[config.mk]
export PLATFORM = sky130hd
export DESIGN_NAME = scan_line_jump_outlier_unit
export DESIGN_NICKNAME = d
export VERILOG_FILES = /design/src/design/slj_pkg.sv /design/src/design/slj_ram.sv /design/src/design/slj_line_map.sv /design/src/design/scan_line_jump_outlier_unit.sv
export SDC_FILE = /design/constraint.sdc
export NUM_CORES = 2
export LEC_CHECK = 0
export ABC_AREA = 0
export BUFFER_PORTS_ARGS = -buffer_cell sky130_fd_sc_hd__buf_4
export CAP_MARGIN = 20
export CORE_ASPECT_RATIO = 0.9
export CORE_MARGIN = 2
export CORE_UTILIZATION = 25
export DETAILED_ROUTE_END_ITERATION = 12
export GPL_TIMING_DRIVEN = 0
export HOLD_SLACK_MARGIN = 0.05
export PLACE_DENSITY = 0.45
export SLEW_MARGIN = 20
export SYNTH_ARGS = -nofsm -noshare
export SYNTH_HDL_FRONTEND = slang
export SYNTH_HIERARCHICAL = 1
export SYNTH_SLANG_ARGS = --single-unit
[constraint.sdc]
create_clock -name clk_i -period 15.7 [get_ports clk_i]
set_input_delay 3.925 -clock clk_i [delete_from_list [all_inputs] [get_ports clk_i]]
set_output_delay 3.925 -clock clk_i [all_outputs]
set_load 0.05 [all_outputs]
[src/design/slj_pkg.sv]
package slj_pkg;

  localparam int MAX_LINES  = 64;
  localparam int INDEX_BITS = 20;
  localparam int LINE_BITS  = $clog2(MAX_LINES);

  localparam int RANGE_W    = 24;
  localparam int ELEV_W     = 16;
  localparam int ORIGIN_W   = 16;
  localparam int INV_W      = 24;
  localparam int THR_W      = 23;
  localparam int CNT_W      = 7;
  localparam int FRAC_SHIFT = 25;

  localparam int CFG_ADDR_W = 2;
  localparam int CFG_DATA_W = 24;

  typedef enum logic [CFG_ADDR_W-1:0] {
    CFG_LINE_ORIGIN   = 2'd0,
    CFG_INV_ANGLE_RES = 2'd1,
    CFG_JUMP_THR      = 2'd2,
    CFG_LINE_COUNT    = 2'd3
  } cfg_reg_e;

  typedef struct packed {
    logic [ORIGIN_W-1:0] line_origin;
    logic [INV_W-1:0]    inv_angle_res;
    logic [THR_W-1:0]    jump_threshold;
    logic [CNT_W-1:0]    line_count;
  } cfg_t;

  typedef struct packed {
    logic [RANGE_W-1:0]    range;
    logic [INDEX_BITS-1:0] index;
  } entry_t;

  localparam int ENTRY_W = $bits(entry_t);

endpackage

[src/design/slj_ram.sv]
module slj_ram #(
  parameter int WIDTH = 8,
  parameter int DEPTH = 16
) (
  input  logic                     clk_i,
  input  logic                     we_i,
  input  logic [$clog2(DEPTH)-1:0] waddr_i,
  input  logic [WIDTH-1:0]         wdata_i,
  input  logic                     re_i,
  input  logic [$clog2(DEPTH)-1:0] raddr_i,
  output logic [WIDTH-1:0]         rdata_o
);

  logic [WIDTH-1:0] mem_q [DEPTH];
  logic [WIDTH-1:0] rdata_q;

  always_ff @(posedge clk_i) begin
    if (we_i) begin
      mem_q[waddr_i] <= wdata_i;
    end
    if (re_i) begin
      rdata_q <= mem_q[raddr_i];
    end
  end

  assign rdata_o = rdata_q;

endmodule

[src/design/slj_line_map.sv]
module slj_line_map import slj_pkg::*; (
  input  logic [ELEV_W-1:0]    elevation_i,
  input  cfg_t                 cfg_i,
  output logic [LINE_BITS-1:0] line_o
);

  localparam int DIFF_W   = ELEV_W + 1;
  localparam int PROD_W   = DIFF_W + INV_W + 1;
  localparam int QW       = PROD_W - FRAC_SHIFT;
  localparam int CNT_NEED = $clog2(MAX_LINES + 1);
  localparam int NW       = (CNT_W > CNT_NEED) ? CNT_W : CNT_NEED;

  logic signed [DIFF_W-1:0] diff;
  logic signed [PROD_W-1:0] prod;
  logic signed [QW-1:0]     q;
  logic signed [QW-1:0]     n_s;
  logic [NW-1:0]            n_raw;
  logic [NW-1:0]            n;
  logic [NW-1:0]            n_last;

  assign diff = $signed({elevation_i[ELEV_W-1], elevation_i})
              - $signed({{(DIFF_W-ORIGIN_W){cfg_i.line_origin[ORIGIN_W-1]}},
                         cfg_i.line_origin});
  assign prod = PROD_W'(diff) * $signed({1'b0, cfg_i.inv_angle_res});
  // arithmetic shift of the Q.25 product is the floor
  assign q    = prod[PROD_W-1:FRAC_SHIFT];

  assign n_raw = NW'(cfg_i.line_count);

  always_comb begin
    if (n_raw == '0) begin
      n = NW'(1);
    end else if (n_raw > NW'(MAX_LINES)) begin
      n = NW'(MAX_LINES);
    end else begin
      n = n_raw;
    end
  end

  assign n_s    = $signed(QW'(n));
  assign n_last = n - NW'(1);

  always_comb begin
    if (q < 0) begin
      line_o = '0;
    end else if (q >= n_s) begin
      line_o = n_last[LINE_BITS-1:0];
    end else begin
      line_o = q[LINE_BITS-1:0];
    end
  end

endmodule

[src/design/scan_line_jump_outlier_unit.sv]
// Range jump outlier detector for lidar points, one point per scan line store
// access. A point is accepted in every cycle when the output side keeps up,
// and each point then moves through the stages in order: the input register
// feeds the elevation multiply and line clamp, which address the line store
// RAM (registered read); the range compare follows and lands in the result
// register. Back-to-back points on the same line are forwarded around the
// RAM. new_pass clears per-line valid flags in the same cycle, so no clearing
// pass is needed after reset or between passes. Configuration must be written
// only while no transaction is in flight.
module scan_line_jump_outlier_unit import slj_pkg::*; (
  input  logic                  clk_i,
  input  logic                  rst_ni,

  input  logic                  cfg_we_i,
  input  logic [CFG_ADDR_W-1:0] cfg_addr_i,
  input  logic [CFG_DATA_W-1:0] cfg_data_i,

  input  logic                  in_valid_i,
  output logic                  in_stall_o,
  input  logic                  new_pass_i,
  input  logic                  point_valid_i,
  input  logic [RANGE_W-1:0]    range_value_i,
  input  logic [ELEV_W-1:0]     elevation_i,
  input  logic [INDEX_BITS-1:0] point_index_i,

  output logic                  out_valid_o,
  input  logic                  out_stall_i,
  output logic                  reject_current_o,
  output logic                  reject_earlier_o,
  output logic [INDEX_BITS-1:0] earlier_index_o,
  output logic [LINE_BITS-1:0]  line_number_o
);

  localparam int DW = RANGE_W + 1;

  cfg_t cfg_q;

  // stage A: input register
  logic                  a_vld_q;
  logic                  a_new_pass_q;
  logic                  a_point_q;
  logic [RANGE_W-1:0]    a_range_q;
  logic [ELEV_W-1:0]     a_elev_q;
  logic [INDEX_BITS-1:0] a_index_q;
  logic [LINE_BITS-1:0]  a_line;

  // stage B: store read data available
  logic                  b_vld_q;
  logic                  b_new_pass_q;
  logic                  b_point_q;
  logic [RANGE_W-1:0]    b_range_q;
  logic [INDEX_BITS-1:0] b_index_q;
  logic [LINE_BITS-1:0]  b_line_q;
  logic [ENTRY_W-1:0]    rdata;

  // result register
  logic                  out_vld_q;
  logic                  rej_q;
  logic [INDEX_BITS-1:0] earlier_q;
  logic [LINE_BITS-1:0]  line_q;

  // last write, for same-line points in consecutive slots
  logic                  fwd_en_q;
  logic [LINE_BITS-1:0]  fwd_line_q;
  entry_t                fwd_q;

  logic [MAX_LINES-1:0]  vld_q;
  logic [MAX_LINES-1:0]  vld_d;

  logic                  out_ready;
  logic                  b_adv;
  logic                  b_ready;
  logic                  a_adv;
  logic                  a_ready;
  logic                  in_acc;

  entry_t                prev;
  entry_t                wr_entry;
  logic signed [DW-1:0]  diff;
  logic [DW-1:0]         mag;
  logic                  jump;
  logic                  wr_en;

  assign out_ready  = !out_vld_q || !out_stall_i;
  assign b_adv      = b_vld_q && out_ready;
  assign b_ready    = !b_vld_q || b_adv;
  assign a_adv      = a_vld_q && b_ready;
  assign a_ready    = !a_vld_q || a_adv;
  assign in_stall_o = !a_ready;
  assign in_acc     = in_valid_i && a_ready;

  always_ff @(posedge clk_i or negedge rst_ni) begin
    if (!rst_ni) begin
      cfg_q.line_origin    <= '0;
      cfg_q.inv_angle_res  <= INV_W'(4096);
      cfg_q.jump_threshold <= THR_W'(197);
      cfg_q.line_count     <= CNT_W'(32);
    end else if (cfg_we_i) begin
      unique case (cfg_reg_e'(cfg_addr_i))
        CFG_LINE_ORIGIN:   cfg_q.line_origin    <= cfg_data_i[ORIGIN_W-1:0];
        CFG_INV_ANGLE_RES: cfg_q.inv_angle_res  <= cfg_data_i[INV_W-1:0];
        CFG_JUMP_THR:      cfg_q.jump_threshold <= cfg_data_i[THR_W-1:0];
        CFG_LINE_COUNT:    cfg_q.line_count     <= cfg_data_i[CNT_W-1:0];
        default: ;
      endcase
    end
  end

  slj_line_map u_line_map (
    .elevation_i (a_elev_q),
    .cfg_i       (cfg_q),
    .line_o      (a_line)
  );

  slj_ram #(
    .WIDTH (ENTRY_W),
    .DEPTH (MAX_LINES)
  ) u_store (
    .clk_i   (clk_i),
    .we_i    (wr_en),
    .waddr_i (b_line_q),
    .wdata_i (wr_entry),
    .re_i    (a_adv),
    .raddr_i (a_line),
    .rdata_o (rdata)
  );

  always_comb begin
    if (b_new_pass_q) begin
      prev = '0;
    end else if (fwd_en_q && (fwd_line_q == b_line_q)) begin
      prev = fwd_q;
    end else if (vld_q[b_line_q]) begin
      prev = entry_t'(rdata);
    end else begin
      prev = '0;
    end
  end

  assign diff = $signed({b_range_q[RANGE_W-1], b_range_q})
              - $signed({prev.range[RANGE_W-1], prev.range});
  assign mag  = diff[DW-1] ? DW'(-diff) : DW'(diff);
  assign jump = b_point_q && (mag > DW'(cfg_q.jump_threshold));

  assign wr_en          = b_adv && b_point_q;
  assign wr_entry.range = b_range_q;
  assign wr_entry.index = b_index_q;

  always_comb begin
    vld_d = vld_q;
    if (b_adv) begin
      if (b_new_pass_q) begin
        vld_d = '0;
      end
      if (b_point_q) begin
        vld_d[b_line_q] = 1'b1;
      end
    end
  end

  always_ff @(posedge clk_i or negedge rst_ni) begin
    if (!rst_ni) begin
      a_vld_q   <= 1'b0;
      b_vld_q   <= 1'b0;
      out_vld_q <= 1'b0;
      fwd_en_q  <= 1'b0;
      vld_q     <= '0;
    end else begin
      vld_q <= vld_d;
      if (a_ready) begin
        a_vld_q <= in_valid_i;
      end
      if (b_ready) begin
        b_vld_q <= a_vld_q;
      end
      if (b_adv) begin
        out_vld_q <= 1'b1;
        fwd_en_q  <= b_point_q;
      end else if (!out_stall_i) begin
        out_vld_q <= 1'b0;
      end
    end
  end

  always_ff @(posedge clk_i) begin
    if (in_acc) begin
      a_new_pass_q <= new_pass_i;
      a_point_q    <= point_valid_i;
      a_range_q    <= range_value_i;
      a_elev_q     <= elevation_i;
      a_index_q    <= point_index_i;
    end
    if (a_adv) begin
      b_new_pass_q <= a_new_pass_q;
      b_point_q    <= a_point_q;
      b_range_q    <= a_range_q;
      b_index_q    <= a_index_q;
      b_line_q     <= a_line;
    end
    if (b_adv) begin
      rej_q      <= jump;
      earlier_q  <= jump ? prev.index : '0;
      line_q     <= b_line_q;
      fwd_line_q <= b_line_q;
      fwd_q      <= wr_entry;
    end
  end

  assign out_valid_o      = out_vld_q;
  assign reject_current_o = rej_q;
  assign reject_earlier_o = rej_q;
  assign earlier_index_o  = earlier_q;
  assign line_number_o    = line_q;

endmodule

; ---- Yosys cells after proc, flatten, opt, wreduce, memory -nomap -nowiden
; Memory sizes are Yosys's and may differ from the RTL's. A register that Yosys moved wholly into a read port is not among the register bits.
; Index checks and enable logic that the tools add are counted.
[word_totals]
mem_bits_ro = 0
elab_cells = 84
mem_count = 1
reg_bits = 323
latchBits = 0
inputBits = 93
ram_bits = 2816
out_inout_bits = 30
[mem_list]
columns = name, depth, width, read_ports, rd_ports_with_merged_regs, wr, line
row1 = u_store.mem_q, 64, 44, 1, 1, 1, slj_ram.sv:14  ; logic [WIDTH-1:0] mem_q [DEPTH];
[op_classes]
bitwise_logic = 2
reduce_logical = 22
add_sub_neg = 4
eq_ne = 5
mul = 1
div_mod_pow = 0
n_mux = 19
order_cmp = 6
shift = 0
[ops]
columns = operator, count
row1 = 2-to-1 mux 64 bit, 3
row2 = 2-to-1 mux 44 bit, 3
row3 = bitwise OR 64 bit, 1
row4 = multiplier 17 x 25 -> 42 bit, 1
row5 = > comparator 25 x 23 -> 1 bit, 1
row6 = 2-to-1 mux 25 bit, 1
row7 = negation 25 bit, 1
row8 = subtractor 24 x 24 -> 25 bit, 1
row9 = >= comparator 17 x 8 -> 1 bit, 1
row10 = "< comparator 17 x 1 -> 1 bit, second input constant", 1
row11 = subtractor 16 x 16 -> 17 bit, 1
row12 = 2-to-1 mux 7 bit, 2
row13 = 2-to-1 mux 6 bit, 2
row14 = AND reduction 2 bit, 4
row15 = "> comparator 7 bit, second input constant", 1
row16 = logical AND 1 bit, 7
row17 = zero test 7 bit, 1
row18 = "< comparator 6 x 7 -> 1 bit, second input constant", 1
row19 = binary-select mux 1 bit (select 6 bit), 1
row20 = demux 1 bit (select 6 bit), 1
row21 = equality test 6 bit, 1
row22 = ">= comparator 6 x 1 -> 1 bit, second input constant", 1
row23 = 2-to-1 mux 1 bit, 6
row24 = "subtractor 6 x 1 -> 6 bit, second input constant", 1
row25 = other kinds (8), 15

; ---- Depth between registers and ports, before layout
[depth]
depth_word = 12
mapped_depth = 54
depth_no_buf = 47

; ---- By module
; The synthesis kept the hierarchy.
[modules_own_cells]
columns = module, n_inst, cells_per_inst, area_each_um2, seq_area_each_um2
row1 = slj_ram, 1, 4547, 107778.4, 85882.4
row2 = scan_line_jump_outlier_unit, 1, 1177, 14894.3, 9016.1
row3 = slj_line_map, 1, 1700, 14178.6, 0.0

; ---- Least setup slack after synthesis
; OpenSTA, ideal clock, no wires.
[synth_path]
path_type = register to register
from = register cfg_q[54] (netlist bit)
to = register u_store.rdata_q[11], in the netlist u_store/rdata_o[11], read port of u_store.mem_q, data pin
arrival_time_ns = 10.692
slack_ns = 4.729
n_path_buf = 6
required_time_ns = 15.421
path_stages_with_launch = 49
setup_time_ns = 0.279
synth_period_minus_slack_ns = 10.971
path_cell_list = dfrtp_1 > ha_1 > fa_1 > nor2b_1 > o21ai_1 > a21boi_0 > o21ai_0 > a21boi_1 > o2111ai_1 > a311oi_1 > o21ai_0 > a31oi_1 > clkbuf_1 > nand2_1 > fa_1 > fa_1 > inv_1 > fa_1 > [13 not listed] > xnor2_1 > ha_1 > a21o_1 > a21oi_1 > nor2b_1 > o311ai_0 > nand3_1 > or4_1 > buf_2 > nor3_2 > o21a_1 > buf_4 > buf_6 > buf_6 > buf_2 > mux4_2 > a221oi_1 > a221oi_1
[synth_between]
elab_chain_len = 5
elab_cells_between_ends = 6
cone_classes = 1 x add/sub / 1 x mul / 2 x order compare / 2 x mux
[synth_rtl]
columns = element, line
row1 = "start, declared", scan_line_jump_outlier_unit.sv:36  ; cfg_t cfg_q;
row2 = subtractor 16 x 16 -> 17 bit *, slj_line_map.sv:22  ; - $signed({{(DIFF_W-ORIGIN_W){cfg_i.line_origin[ORIGIN_W-1]}},
row3 = multiplier 17 x 25 -> 42 bit *, slj_line_map.sv:24  ; assign prod = PROD_W'(diff) * $signed({1'b0, cfg_i.inv_angle_res});
row4 = >= comparator 17 x 8 -> 1 bit, slj_line_map.sv:46  ; end else if (q >= n_s) begin
row5 = 2-to-1 mux 6 bit, slj_line_map.sv:46
row6 = 2-to-1 mux 6 bit *, slj_line_map.sv:44  ; if (q < 0) begin
row7 = named net a_line[0], scan_line_jump_outlier_unit.sv:45  ; logic [LINE_BITS-1:0] a_line;
row8 = "end, declared", slj_ram.sv:15  ; logic [WIDTH-1:0] rdata_q;
; Mark *: on every way through the listed nets, which the timed path passes. The rest lies on a longest branch.
; A chain may end at the register's enable or synchronous reset.

; ---- Final worst setup path
[layout_path]
from = register cfg_q[54] (netlist bit)
to = register u_store.rdata_q[37], in the netlist u_store/rdata_o[37], read port of u_store.mem_q, data pin
; The elaborated chain is that of the path after synthesis.

==> metrics.yaml <==
logic_synthesis:
  syn-cell-area_mm2: 0.137
  ys.flop_type: "edfxtp_1"
  synth_seq_cells: 3183
  synthesis.yosys.warnings: 6
  synthesis.nets: 8057
  synthArstFlopShare_pct: 4.34
  synth-edff-count: 3045
  post_synth.cell_area_avg_um2: 18.4
  yosysSeqAreaShare_pct: 69.3
  post_synth_num_cell_types: 94
  synthesis.instances: 7424
timing:
  fmax_mhz: 65.2
  report.final.slew_viol_count: 0
  layout_worst_path_cycle_share_pct: 97.7
  final.setup.worst_slack_ps: 364
  finalHoldWorstSlack_ps: 416
  max_slew_margin_pct: 15.1
  setup_tns_after_final_layout_ps: 0
  worst_slew_pin_tran_ps: 1270
  skew_ps: 81.4
  finalCriticalPeriod_ps: 15340
  hold_viol: 0
  setup_viol_count_final: 0
  grt_setup_unrepaired: "no"
global_routing:
  maximum_number_of_pins_on_one_net_before_global_route_repair: 79
  grt-ovfl-total: 0
  grt_first_pass_wirelength_mm: 649
  grt_antenna_before_repair: 43
  first_global_vias: 77100
  track_usage_pct: 16.8
clock_network:
  clock_tree.root_cell: "clkbuf_16"
  cts_sinks: 3183
  cts_post_setup_buffers_inserted: 0
  clk_pin_slew_worst_paths_ps: 60
  cts.hold.buffers_added: 0
  clock_latency_ps: 980
  tritoncts: "yes"
  cts-buffers-inserted: 329
  htree_num_levels: 5
  clockBufferDepth: 4
placement:
  place.gp.congestion: 0.831
  dp_cells: 15200
  hpwl_mm: 351
  place_ws_ps: -848
  io_buffer_count: 122
finish:
  drive_gt1_share_pct: 24.6
  area_delta_synth_final_pct: 20.9
  multi_input_area_mm2: 0.0391
  layout.filler_cells: 53200
  most-common-layout-cells: "3045 x edfxtp_1, 703 x mux4_2, 497 x inv_1"
  final_net_count: 8873
  combined_flip_flop_and_latch_cell_area_mm2: 0.0949
  final_cells: 15800
  mostFrequentLayoutCell: "edfxtp_1"
floorplan:
  top_level_ports: 123
  die_y_um: 706
  floorplan.initialDensity_pct: 25.1
  fp-row-count: 257
  dieArea_mm2: 0.553
  dieWidth_um: 784
  core_area_mm2: 0.545
routing:
  drt_drc_violations_left: 0
  drt.antenna.violating_nets: 0
  routed-via-count: 76600
  wirelength_mm: 475
  post_drt_via_cell_ratio: 4.86
  first_pass_iters: 9
  drtIter0Drc: 9768
  routed_wire_length_per_instance_um: 30.1
worst_setup_path:
  critical-path-max-stage-delay_ps: 930
  worst-path-max-fanout: 11
  worstSetupEndpointType: "flip-flop"
  critical_path_buffers_and_inverters: 9
  cp-start-kind: "flip-flop"
  worst_r2r_startpoint: "cfg_q[54]"
  critical_path.startpoint: "cfg_q[54]"
  cpMostUsedCell: "fa_1"
  cpLargestDelayFamily: "compound AO/OA/AOI/OAI gates"
  worst_ep_required_time_ps: 16420
  timing_worst_setup_path_type: "reg2reg"
  critical_path.slowest_cell: "o211ai_1"
  cp_data_arrival_time_ps: 16060
status:
  run_status: "finished clean"
flow_run:
  maxCapViolations: 0
min_path:
  min_path_type: "reg2reg"
  min-delay-start: "a_index_q[4]"
per-stage QoR:
step	instance area, um^2	util [%]
6_report	165000	30.4
3_3_place_gp	147000	27.0
5_1_grt	165000	30.4
4_1_cts	165000	30.3
3_5_place_dp	155000	28.4
2_1_floorplan	137000	-
routing by layer:
metal  vias to the layer above  global-route usage [%]  share of wire, %  wire [um]
met1                     41900                    23.5                43     202000
met3                       566                    2.97               7.8      37200
li1                      30900                       -                 -          -
met2                      3240                    27.0                47     222000
met4                         6                    4.16               2.7      12900
met5                         -                       0            0.0095         45
sequential cells by signal (all words and copies together), names as in the netlist, 20 cells and up:
signal and count:
cfg_q 70, u_store/mem_q 2816, a_index_q 20, vld_q 64, b_index_q 20, earlier_index_o 20, u_store/rdata_o 44, b_range_q 24
a_range_q 24, fwd_q 44
final timing paths:
| kind | end | slack, ps | cells past startpoint |
|---|---|---|---|
| worst max-delay path | u_store/rdata_o[37] | 360 | 48 |
| worst min-delay path | b_index_q[4] | 420 | 0 |
| worst max register to register | u_store/rdata_o[37] | 360 | 48 |
| worst min register to register | b_index_q[4] | 420 | 0 |
| max in group asynchronous | vld_q[36] | 11890 | 2 |
| min in group asynchronous | cfg_q[49] | 2910 | 1 |
Yosys cell counts, types with 74 or more instances:
cell / instances / area, um^2
nand2_1: 431 / 1620
nor2_1: 186 / 698
and2_1: 108 / 676
fa_1: 330 / 6610
mux4_2: 703 / 15800
o21ai_0: 139 / 696
ha_1: 210 / 2630
nand3_1: 81 / 405
a22o_1: 113 / 990
clkbuf_1: 232 / 871
mux2_2: 86 / 968
inv_1: 497 / 1870
a21oi_1: 132 / 661
o22ai_1: 101 / 632
edfxtp_1: 3045 / 91400
a221oi_1: 74 / 648
dfrtp_1: 132 / 3300
repair_timing:
| item | in CTS | in global routing |
|---|---|---|
| pin swaps | 0 | 1 |
| endpoints found under the setup margin | 43 | 41 |
| resized for setup | 33 | 82 |
area by class of cell:
cell class                 count  share of cell area, %
antenna                       11                 0.0166
buffer                       382                   1.16
clock buffer                 398                   5.22
clock inverter               189                   1.05
inverter                     498                   1.13
multi-input combinational   3360                   23.6
sequential                  3183                   57.4
tap                         7252                   5.49
timing repair buffer         486                   4.91
logic make-up after synthesis:
kind of cell / after synthesis / share of synthesized area [%]
DFF: 3183 / 69.3
and+or+nand+nor: 1091 / 3.91
buffers and inverters: 881 / 2.67
muxes: 861 / 12.8
AOI/OAI and AO/OA: 805 / 4.12
adders and majority gates: 540 / 6.75
xor gates and xnor gates: 63 / 0.409
Power is not shown: default switching activity piles up to over one toggle a cycle in this logic, so the estimate is an artifact.
